File: config.mk
export PLATFORM = sky130hd
export DESIGN_NAME = kdp_sliding_regression_slope_core
export DESIGN_NICKNAME = d
export VERILOG_FILES = /design/src/rtl/core/kdp_pkg.sv /design/src/rtl/core/kdp_cell.sv /design/src/rtl/core/kdp_div.sv /design/src/rtl/core/kdp_sliding_regression_slope_core.sv
export SDC_FILE = /design/constraint.sdc
export NUM_CORES = 2
export LEC_CHECK = 0
export ABC_AREA = 1
export ABC_CLOCK_PERIOD_IN_PS = 10450
export BUFFER_PORTS_ARGS = -buffer_cell sky130_fd_sc_hd__buf_2
export CAP_MARGIN = 30
export CORE_AREA = 2 2 610 309
export DETAILED_ROUTE_END_ITERATION = 10
export DIE_AREA = 0 0 612 311
export SLEW_MARGIN = 20
export SYNTH_ARGS = -nofsm -noshare
export SYNTH_HDL_FRONTEND = slang
export SYNTH_HIERARCHICAL = 1
export SYNTH_SLANG_ARGS = --single-unit
File: constraint.sdc
create_clock -name i_clk -period 10.45 [get_ports i_clk]
set_input_delay 0.5225 -clock i_clk [delete_from_list [all_inputs] [get_ports i_clk]]
set_output_delay 0.5225 -clock i_clk [all_outputs]
set_load 0.01 [all_outputs]
File: src/rtl/core/kdp_pkg.sv
// Package of the Kdp slope core: sizes, regression tables, shared types.
`default_nettype none
package kdp_pkg;

    // Window and ray sizes.
    localparam int W         = 17;
    localparam int HALF      = W / 2;
    localparam int MAX_GATES = 4096;
    localparam int GATE_W    = 12;
    localparam int GSEEN_W   = GATE_W + 1;
    localparam int CNT_W     = $clog2(W + 1);
    localparam int K_W       = $clog2(W);
    localparam int SAMPLE_W  = 16;
    localparam int SPACE_W   = 11;

    // Arithmetic widths, sized for the largest window.
    localparam int SIY_W = 32;
    localparam int SY_W  = 24;
    localparam int TAB_W = 24;
    localparam int P_W   = 40;
    localparam int A_W   = 48;
    localparam int MAG_W = A_W;
    localparam int B_W   = 40;
    localparam int Q_W   = 17;

    typedef logic [TAB_W-1:0] t_tab [0:W];

    // Sum of the x indices for a fit over n samples.
    function automatic t_tab make_si_tab();
        t_tab t;
        for (int n = 0; n <= W; n++) begin
            t[n] = TAB_W'(n * (n - 1) / 2);
        end
        return t;
    endfunction

    // Regression denominator n*sum(i*i) - sum(i)^2 for n samples.
    function automatic t_tab make_den_tab();
        t_tab t;
        for (int n = 0; n <= W; n++) begin
            t[n] = TAB_W'(n * n * (n * n - 1) / 12);
        end
        return t;
    endfunction

    localparam t_tab SI_TAB  = make_si_tab();
    localparam t_tab DEN_TAB = make_den_tab();

    typedef enum logic [2:0] {
        S_IDLE,
        S_WALK,
        S_MUL,
        S_NUM,
        S_PREP,
        S_DIV,
        S_EMIT
    } t_state;

    typedef struct packed {
        logic             start;
        logic [MAG_W-1:0] mag;
        logic [B_W-1:0]   den;
    } t_div_req;

    typedef struct packed {
        logic           done;
        logic           ovf;
        logic [Q_W-1:0] quo;
    } t_div_rsp;

endpackage
`default_nettype wire

File: src/rtl/core/kdp_cell.sv
// One sample cell of the window chain.
`default_nettype none
module kdp_cell (
    input  wire logic                          i_clk,
    input  wire logic                          i_take_nbr,
    input  wire logic                          i_take_x,
    input  wire logic [kdp_pkg::SAMPLE_W-1:0]  i_nbr,
    input  wire logic [kdp_pkg::SAMPLE_W-1:0]  i_x,
    output logic      [kdp_pkg::SAMPLE_W-1:0]  o_q
);
    import kdp_pkg::*;

    logic [SAMPLE_W-1:0] r_q;

    // The cell either takes its neighbour's sample, a new sample, or holds.
    always_ff @(posedge i_clk) begin
        if (i_take_nbr) begin
            r_q <= i_nbr;
        end else if (i_take_x) begin
            r_q <= i_x;
        end
    end

    assign o_q = r_q;
endmodule
`default_nettype wire

File: src/rtl/core/kdp_div.sv
// Restoring divider, one quotient bit per cycle, with overflow detection.
`default_nettype none
module kdp_div (
    input  wire logic              i_clk,
    input  wire logic              i_rst_n,
    input  wire kdp_pkg::t_div_req i_req,
    output kdp_pkg::t_div_rsp      o_rsp
);
    import kdp_pkg::*;

    localparam int SH_W  = B_W + Q_W - 1;
    localparam int CMP_W = B_W + Q_W + 1;

    logic                  r_busy;
    logic [$clog2(Q_W):0]  r_step;
    logic [MAG_W-1:0]      r_rem;
    logic [SH_W-1:0]       r_dsh;
    logic [Q_W-1:0]        r_quo;
    logic                  r_done;
    logic                  r_ovf;
    logic                  w_fits;
    logic                  w_ge;

    // A quotient that needs more than Q_W bits is reported as overflow.
    assign w_fits = CMP_W'(i_req.mag) < (CMP_W'(i_req.den) << Q_W);
    assign w_ge   = CMP_W'(r_rem) >= CMP_W'(r_dsh);

    always_ff @(posedge i_clk) begin
        if (!i_rst_n) begin
            r_busy <= 1'b0;
            r_done <= 1'b0;
            r_step <= '0;
        end else begin
            r_done <= 1'b0;
            if (i_req.start) begin
                r_ovf <= !w_fits;
                r_quo <= '0;
                r_rem <= i_req.mag;
                r_dsh <= SH_W'(i_req.den) << (Q_W - 1);
                r_step <= '0;
                r_busy <= w_fits;
                r_done <= !w_fits;
            end else if (r_busy) begin
                // One compare and subtract per quotient bit.
                if (w_ge) begin
                    r_rem <= r_rem - MAG_W'(r_dsh);
                end
                r_quo  <= {r_quo[Q_W-2:0], w_ge};
                r_dsh  <= r_dsh >> 1;
                r_step <= r_step + 1'b1;
                if (r_step == ($clog2(Q_W)+1)'(Q_W - 1)) begin
                    r_busy <= 1'b0;
                    r_done <= 1'b1;
                end
            end
        end
    end

    assign o_rsp.done = r_done;
    assign o_rsp.ovf  = r_ovf;
    assign o_rsp.quo  = r_quo;
endmodule
`default_nettype wire

File: src/rtl/core/kdp_sliding_regression_slope_core.sv
// Top level of the sliding least-squares Kdp slope core.
`default_nettype none
// A gate that produces a fitted slope walks the window chain of 17 cells,
// then forms the products, the numerator and the divider set-up in turn,
// and runs the bit-serial divider, unless the window is not yet full and the
// numerator is not positive, which gives a zero slope. The core takes no new
// sample until the slope of that gate has been handed out. At the last gate
// of a ray the core hands out the pending gates, one per cycle while the
// output is not stalled, repeating the last slope, or zero if fewer than 17
// gates came in.
module kdp_sliding_regression_slope_core (
    input  wire logic        i_clk,
    input  wire logic        i_rst_n,
    input  wire logic        i_s_tvalid,
    output logic             o_s_tready,
    input  wire logic [15:0] i_s_tdata,   // [15:0] phase_sample
    input  wire logic        i_s_tlast,
    output logic             o_m_tvalid,
    input  wire logic        i_m_tready,
    output logic      [31:0] o_m_tdata,   // [15:0] kdp_value, [27:16] gate_index
    output logic             o_m_tlast,
    input  wire logic        i_cfg_valid,
    output logic             o_cfg_ready,
    input  wire logic [10:0] i_cfg_data
);
    import kdp_pkg::*;

    t_state r_state, n_state;

    logic [SPACE_W-1:0]   r_space;
    logic [GSEEN_W-1:0]   r_gates;
    logic [GSEEN_W-1:0]   r_next_out;
    logic [SAMPLE_W-1:0]  r_prev;
    logic [SAMPLE_W-1:0]  r_x;
    logic                 r_last;
    logic                 r_full;
    logic                 r_clamp;
    logic [CNT_W-1:0]     r_cnt;
    logic [K_W-1:0]       r_k;
    logic signed [SIY_W-1:0] r_siy;
    logic signed [SY_W-1:0]  r_sy;
    logic signed [P_W-1:0]   r_p1;
    logic signed [P_W-1:0]   r_p2;
    logic [B_W-1:0]          r_sd;
    logic signed [P_W-1:0]   r_num;
    logic                 r_neg;
    logic                 r_has_fit;
    logic [SAMPLE_W-1:0]  r_fit_val;
    logic                 r_out_valid;
    logic [SAMPLE_W-1:0]  r_out_kdp;
    logic [GATE_W-1:0]    r_out_gate;
    logic                 r_out_last;

    logic                 w_accept;
    logic                 w_slot;
    logic                 w_rot;
    logic                 w_shift;
    logic [GSEEN_W-1:0]   w_n;
    logic                 w_in_fit;
    logic                 w_in_last;
    logic [SAMPLE_W-1:0]  w_cells [0:W-1];
    logic signed [A_W-1:0] w_a;
    logic [SAMPLE_W-1:0]  w_div_val;
    logic [SAMPLE_W-1:0]  w_fill;
    logic [SPACE_W-1:0]   w_space;
    t_div_req             w_div_req;
    t_div_rsp             w_div_rsp;

    assign o_cfg_ready = 1'b1;
    assign o_s_tready  = (r_state == S_IDLE);
    assign w_accept    = i_s_tvalid && o_s_tready;
    assign w_slot      = !r_out_valid || i_m_tready;
    assign w_n         = r_gates;
    assign w_in_last   = i_s_tlast || (w_n >= GSEEN_W'(MAX_GATES - 1));
    assign w_in_fit    = (w_n >= GSEEN_W'(W)) ||
                         ((w_n >= GSEEN_W'(HALF)) && (w_n < GSEEN_W'(2 * HALF)));
    assign w_rot       = (r_state == S_WALK);
    assign w_shift     = (r_state == S_MUL) && r_full;
    assign w_space     = (r_space == '0) ? SPACE_W'(1) : r_space;

    // Window chain: fills cell by cell while the window fills, rotates during the walk, shifts in a sample when full.
    for (genvar g = 0; g < W; g++) begin : g_cell
        logic [SAMPLE_W-1:0] w_nbr;
        if (g == W - 1) begin : g_end
            assign w_nbr = w_rot ? w_cells[0] : r_x;
        end else begin : g_mid
            assign w_nbr = w_cells[g + 1];
        end
        kdp_cell u_cell (
            .i_clk      (i_clk),
            .i_take_nbr (w_rot || w_shift),
            .i_take_x   (w_accept && (w_n == GSEEN_W'(g))),
            .i_nbr      (w_nbr),
            .i_x        (i_s_tdata),
            .o_q        (w_cells[g])
        );
    end

    // Divider set-up: rounded numerator 1000*N + s*D over 2*s*D.
    assign w_a = A_W'(r_num) * A_W'(1000) + A_W'(signed'({1'b0, r_sd}));
    assign w_div_req.start = (r_state == S_PREP) && !(r_clamp && (r_num <= 0));
    assign w_div_req.mag   = w_a[A_W-1] ? MAG_W'(-w_a) : MAG_W'(w_a);
    assign w_div_req.den   = r_sd << 1;

    kdp_div u_div (
        .i_clk   (i_clk),
        .i_rst_n (i_rst_n),
        .i_req   (w_div_req),
        .o_rsp   (w_div_rsp)
    );

    // Saturate the signed quotient to the 16-bit result.
    always_comb begin
        if (!r_neg) begin
            if (w_div_rsp.ovf || (w_div_rsp.quo > Q_W'(32767))) begin
                w_div_val = 16'h7FFF;
            end else begin
                w_div_val = w_div_rsp.quo[SAMPLE_W-1:0];
            end
        end else begin
            if (w_div_rsp.ovf || (w_div_rsp.quo > Q_W'(32768))) begin
                w_div_val = 16'h8000;
            end else begin
                w_div_val = SAMPLE_W'(-w_div_rsp.quo);
            end
        end
    end

    assign w_fill = (r_gates >= GSEEN_W'(W)) ? r_prev : '0;

    // Next state.
    always_comb begin
        n_state = r_state;
        unique case (r_state)
            S_IDLE: begin
                if (w_accept) begin
                    n_state = w_in_fit ? S_WALK : (w_in_last ? S_EMIT : S_IDLE);
                end
            end
            S_WALK: begin
                if (r_k == K_W'(W - 1)) begin
                    n_state = S_MUL;
                end
            end
            S_MUL:  n_state = S_NUM;
            S_NUM:  n_state = S_PREP;
            S_PREP: n_state = w_div_req.start ? S_DIV : S_EMIT;
            S_DIV: begin
                if (w_div_rsp.done) begin
                    n_state = S_EMIT;
                end
            end
            S_EMIT: begin
                if (!r_has_fit && !(r_last && (r_next_out < r_gates))) begin
                    n_state = S_IDLE;
                end
            end
            default: n_state = S_IDLE;
        endcase
    end

    always_ff @(posedge i_clk) begin
        if (!i_rst_n) begin
            r_state <= S_IDLE;
        end else begin
            r_state <= n_state;
        end
    end

    // Ray control state and the output register.
    always_ff @(posedge i_clk) begin
        if (!i_rst_n) begin
            r_space     <= SPACE_W'(150);
            r_gates     <= '0;
            r_next_out  <= '0;
            r_prev      <= '0;
            r_has_fit   <= 1'b0;
            r_out_valid <= 1'b0;
        end else begin
            if (i_cfg_valid && o_cfg_ready) begin
                r_space <= i_cfg_data;
            end
            if (r_out_valid && i_m_tready) begin
                r_out_valid <= 1'b0;
            end
            if (w_accept) begin
                r_gates <= w_n + 1'b1;
            end
            if (r_state == S_PREP && !w_div_req.start) begin
                r_has_fit <= 1'b1;
                r_fit_val <= '0;
            end
            if (r_state == S_DIV && w_div_rsp.done) begin
                r_has_fit <= 1'b1;
                r_fit_val <= w_div_val;
            end
            if (r_state == S_EMIT) begin
                if (r_has_fit) begin
                    if (w_slot) begin
                        r_out_valid <= 1'b1;
                        r_out_kdp   <= r_fit_val;
                        r_out_gate  <= r_next_out[GATE_W-1:0];
                        r_out_last  <= r_last && (r_next_out + 1'b1 == r_gates);
                        r_prev      <= r_fit_val;
                        r_has_fit   <= 1'b0;
                        r_next_out  <= r_next_out + 1'b1;
                    end
                end else if (r_last && (r_next_out < r_gates)) begin
                    if (w_slot) begin
                        r_out_valid <= 1'b1;
                        r_out_kdp   <= w_fill;
                        r_out_gate  <= r_next_out[GATE_W-1:0];
                        r_out_last  <= (r_next_out + 1'b1 == r_gates);
                        r_next_out  <= r_next_out + 1'b1;
                    end
                end else if (r_last) begin
                    // End of ray: counters and the held slope start afresh.
                    r_gates    <= '0;
                    r_next_out <= '0;
                    r_prev     <= '0;
                end
            end
        end
    end

    // Datapath: latch the request, walk the chain, form the numerator.
    always_ff @(posedge i_clk) begin
        if (w_accept) begin
            r_x     <= i_s_tdata;
            r_last  <= w_in_last;
            r_full  <= (w_n >= GSEEN_W'(W));
            r_clamp <= (w_n < GSEEN_W'(W));
            r_cnt   <= (w_n >= GSEEN_W'(W)) ? CNT_W'(W) : CNT_W'(w_n + 1'b1);
            r_k     <= '0;
            r_siy   <= '0;
            r_sy    <= '0;
        end
        if (r_state == S_WALK) begin
            r_k <= r_k + 1'b1;
            if (CNT_W'(r_k) < r_cnt) begin
                r_siy <= r_siy + SIY_W'(signed'({1'b0, r_k})) * SIY_W'(signed'(w_cells[0]));
                r_sy  <= r_sy + SY_W'(signed'(w_cells[0]));
            end
        end
        if (r_state == S_MUL) begin
            r_p1 <= P_W'(signed'({1'b0, r_cnt})) * P_W'(r_siy);
            r_p2 <= P_W'(signed'({1'b0, SI_TAB[r_cnt]})) * P_W'(r_sy);
            r_sd <= B_W'(w_space) * B_W'(DEN_TAB[r_cnt]);
        end
        if (r_state == S_NUM) begin
            r_num <= r_p1 - r_p2;
        end
        if (r_state == S_PREP) begin
            r_neg <= w_a[A_W-1];
        end
    end

    assign o_m_tvalid = r_out_valid;
    assign o_m_tdata  = {4'b0, r_out_gate, r_out_kdp};
    assign o_m_tlast  = r_out_last;

    // No gate is handed out ahead of the samples seen.
    a_out_behind: assert property (@(posedge i_clk) disable iff (!i_rst_n)
        (r_state == S_IDLE) |-> (r_next_out <= r_gates))
        else $error("output gate counter ran past the gates received");

    // The divider only finishes while the sequencer waits for it.
    a_div_owner: assert property (@(posedge i_clk) disable iff (!i_rst_n)
        w_div_rsp.done |-> (r_state == S_DIV))
        else $error("divider finished outside the divide state");

    // Closing a ray leaves the gate counters cleared.
    a_ray_clear: assert property (@(posedge i_clk) disable iff (!i_rst_n)
        ((r_state == S_EMIT) && (n_state == S_IDLE) && r_last) |=>
        ((r_gates == '0) && (r_next_out == '0)))
        else $error("ray counters not cleared at the end of a ray");

    // A new request is never taken while a slope still waits to be handed out.
    a_fit_drained: assert property (@(posedge i_clk) disable iff (!i_rst_n)
        w_accept |-> !r_has_fit)
        else $error("request taken with a slope still pending");
endmodule
`default_nettype wire
==> out/results.txt <==
The highest metal layer carrying signal wires in the routed design is met5. Measured along the x axis, the die boundary spans 612 um. After floorplanning, the core was sized to cover 185000 um2. At the end of routability-driven placement, the weighted congestion stood at 0.958. The final route contains 59714 vias. In this design, the stage delay of the slowest critical-path cell is 0.77 ns. The setup slack after layout is 1.54 ns, and the minimum setup slack after placement is 1.75 ns.

The synthesized netlist occupies a cell area of 73500 um2. Once detailed placement completed, the half-perimeter wirelength came to 176000 um. After clock tree synthesis, the clock-pin slew on the worst setup and hold paths is 0.07 ns.

The post-route setup TNS was 0 ns; the starting utilization of the core area was 0.397. The run gives 0 as the residual antenna-violating net count after detailed routing. After synthesis, the mean cell area works out to 7.95 um2. The worst-skew pair later-pin latency came out at 0.68 ns.

The via count of the first global-routing pass is 56870. The type of element capturing the critical path is a flop. In the detailed route, the total length drawn on met3 is 24600 um.

The critical path is of the flop to flop type. TritonCTS buffer count: 72. The H-tree was split into 3 levels. In this design, the critical path's most frequently occurring cell is sky130_fd_sc_hd__inv_1. The number of sinks driven by the clock tree came out at 735. The logs give 74000 um for the total met2 wirelength after detailed routing and 6 for the number of synthesis warnings. The floorplan step set the die height to 311 um. The number of buffers inserted by port buffering is 63.

Entering global routing, the biggest net connects 94 pins. The fraction of the cycle the final worst path needs is 0.852. Remaining max-slew budget at the tightest pin: 0.373.

The tools report the cell at the root of the clock tree as sky130_fd_sc_hd__clkbuf_16. For the final wirelength, the log shows 215000 um. Once the clock tree was built, the resizer swapped 0 gates to a different size. By area the synthesized netlist is led by sky130_fd_sc_hd__edfxtp_1 25%, sky130_fd_sc_hd__fa_1 15%, sky130_fd_sc_hd__nand2_1 14%, sky130_fd_sc_hd__ha_1 12%, sky130_fd_sc_hd__inv_1 9.2%.

Pin placement for this block handled 69 I/O pins. The standard cell with the maximum stage delay on the critical path was sky130_fd_sc_hd__inv_1. In the synthesized netlist, the number of instances is 9254. No sink is reached through more buffers than the 3 on the longest clock path. The layout cell share with drive strength beyond 1 was 0.0554; the hold-fix buffer count after cts was 0. The post-layout utilization of the core was 0.425; the total congestion overflow was 0.

The type of element launching the critical path is a flop. TritonCTS built the clock tree. Setup repair after global routing left no endpoint under its margin.

Maximum fanout along the worst path: 37. The total of max-cap violations is 0, and the clock period minus worst slack is 8.91 ns. Setup violations remaining at the end of the flow were counted as 0. For this run, the post-layout net count is 10604.

The post-CTS setup buffer count came out at 0. The post-synthesis async set-or-reset flop share came out at 0. The achievable clock frequency is 112 MHz, and the first-pass GRT wire length is 334000 um. Counting instances in the post-synthesis netlist gives the leading cell types as 2720 x sky130_fd_sc_hd__nand2_1, 1793 x sky130_fd_sc_hd__inv_1, 732 x sky130_fd_sc_hd__ha_1, 613 x sky130_fd_sc_hd__edfxtp_1, 610 x sky130_fd_sc_hd__nor2_1.

The DRC violation count after routing came out at 0. First-pass iteration count of the detailed router: 8. The area growth from synthesis to layout was 6.88%; the number of antenna violations at the first check in global routing was 9.

Dividing the detail-routed via count by the number of cells gives 5.04. The run finished with clean final reports. The biggest area consumer among synthesized cells was sky130_fd_sc_hd__edfxtp_1.

By instance count, the leading cell after synthesis is sky130_fd_sc_hd__nand2_1. After detailed routing, the wire length on met1 is 114000 um. Clock skew on the completed layout was measured at 0.0641 ns. The tools report the DRC violation total after the first TritonRoute iteration as 6216. The average routed wire per standard cell was 18.2 um; the number of enable-type register cells in the synthesized netlist was 613. The top cell type's share of synthesized area was 0.250; the part of the Yosys area used for sequential elements was 0.284. The run gives 0.224 as the global-route total usage across every layer.

In this run, synthesis produced a sequential element count of 735. STA puts the critical path data required time at 10.90 ns. The tools report the site row count as 112. The most frequently used flop master after synthesis is sky130_fd_sc_hd__edfxtp_1. Die outline area: 190000 um2. In this run the worst hold path is classified as primary input to flop.

The netlist uses 67 different library cells. The run gives 0 as the final count of hold timing violations. At the pin with the least slew margin, the transition time is 0.931 ns. For the arrival time reported for the critical path endpoint, the log shows 9.35 ns.

The max-slew violation total from the final report was 0.
-- per-layer routing --
layer,vias to the layer above,global-route usage
met5,-,0.0150
met4,5,0.0315
met3,179,0.0778
met2,2133,0.268
met1,28475,0.371
li1,28922,-
-- metrics by stage --
stage	cell area (um2)	hold slack (ns)	cells
after floorplan	73700	0.444	9285
after global placement	76100	0.460	11705
after detailed placement	76200	0.468	11707
after CTS	78500	0.0823	11836
after global routing	78600	0.0922	11846
final	78600	0.103	11847
-- registers in the layout, summed over array words and instances (netlist names), 6 cells and up --
register,flops
r_p2,40
u_div/r_dsh,56
r_out_gate,12
r_siy,32
r_next_out,13
r_sy,24
r_num,40
r_x,16
u_div/r_step,6
r_fit_val,16
g_cell.u_cell/o_q,272
r_gates,13
r_out_kdp,16
r_prev,16
u_div/r_rem,48
r_space,11
u_div/r_quo,17
r_sd,26
r_p1,38
-- layout by cell type, fill, tap and decap left out, types with 24 or more instances in the layout --
cell / n
sky130_fd_sc_hd__nand2_1: 2717
sky130_fd_sc_hd__inv_1: 1791
sky130_fd_sc_hd__ha_1: 732
sky130_fd_sc_hd__edfxtp_1: 613
sky130_fd_sc_hd__nor2_1: 610
sky130_fd_sc_hd__fa_1: 560
sky130_fd_sc_hd__a21oi_1: 377
sky130_fd_sc_hd__nand3_1: 302
sky130_fd_sc_hd__o21ai_0: 264
sky130_fd_sc_hd__xor2_1: 188
sky130_fd_sc_hd__nand2_2: 137
sky130_fd_sc_hd__dfxtp_1: 122
sky130_fd_sc_hd__xnor2_1: 84
sky130_fd_sc_hd__nand4_1: 74
sky130_fd_sc_hd__clkbuf_16: 72
sky130_fd_sc_hd__buf_2: 64
sky130_fd_sc_hd__nor2_2: 52
sky130_fd_sc_hd__nor3_1: 48
sky130_fd_sc_hd__buf_4: 39
sky130_fd_sc_hd__conb_1: 33
sky130_fd_sc_hd__a31oi_1: 30
sky130_fd_sc_hd__nor4_1: 24
-- worst max-delay path, delay by kind of cell (launching register included) --
family,cells,cell delay (ns)
compound gates,5,1.03
fa+ha+maj,9,3.72
buf+inv,7,1.71
xor+xnor,1,0.32
flops,1,0.32
simple gates,8,1.55
-- area by class of cell --
type                       instances  area (um2)
timing repair buffer             107         703
sequential                       735       20900
antenna                            5        12.5
tap                             2508        3140
multi-input combinational       6520       44600
clock buffer                      87        1900
clock inverter                    42         438
fill                           18566      107000
inverter                        1843        7010
-- final timing paths --
| path | startpoint | end | slack [ns] | cells past startpoint |
|---|---|---|---|---|
| worst max-delay path | r_cnt[1]$_SDFFCE_PN0P_ | r_p2[26]$_DFFE_PN_ | 1.54 | 30 |
| worst min-delay path | i_cfg_data[2] | r_space[2]$_SDFFE_PN1P_ | 0.10 | 3 |
| worst max register to register | r_cnt[1]$_SDFFCE_PN0P_ | r_p2[26]$_DFFE_PN_ | 1.54 | 30 |
| worst min register to register | r_space[0]$_SDFFE_PN0P_ | r_space[0]$_SDFFE_PN0P_ | 0.48 | 2 |
-- cells by family after synthesis --
family / after synthesis / share of synthesized area
other: 2 / 0.000102
AOI/OAI and AO/OA: 847 / 0.0641
xor gates and xnor gates: 274 / 0.0328
DFF: 735 / 0.284
and+or+nand+nor: 4074 / 0.230
buffers and inverters: 2030 / 0.113
adders and majority gates: 1292 / 0.277
Power is left out: the tool's default activity adds up to more than one toggle a clock period on the data nets, which glitch-free logic cannot reach.
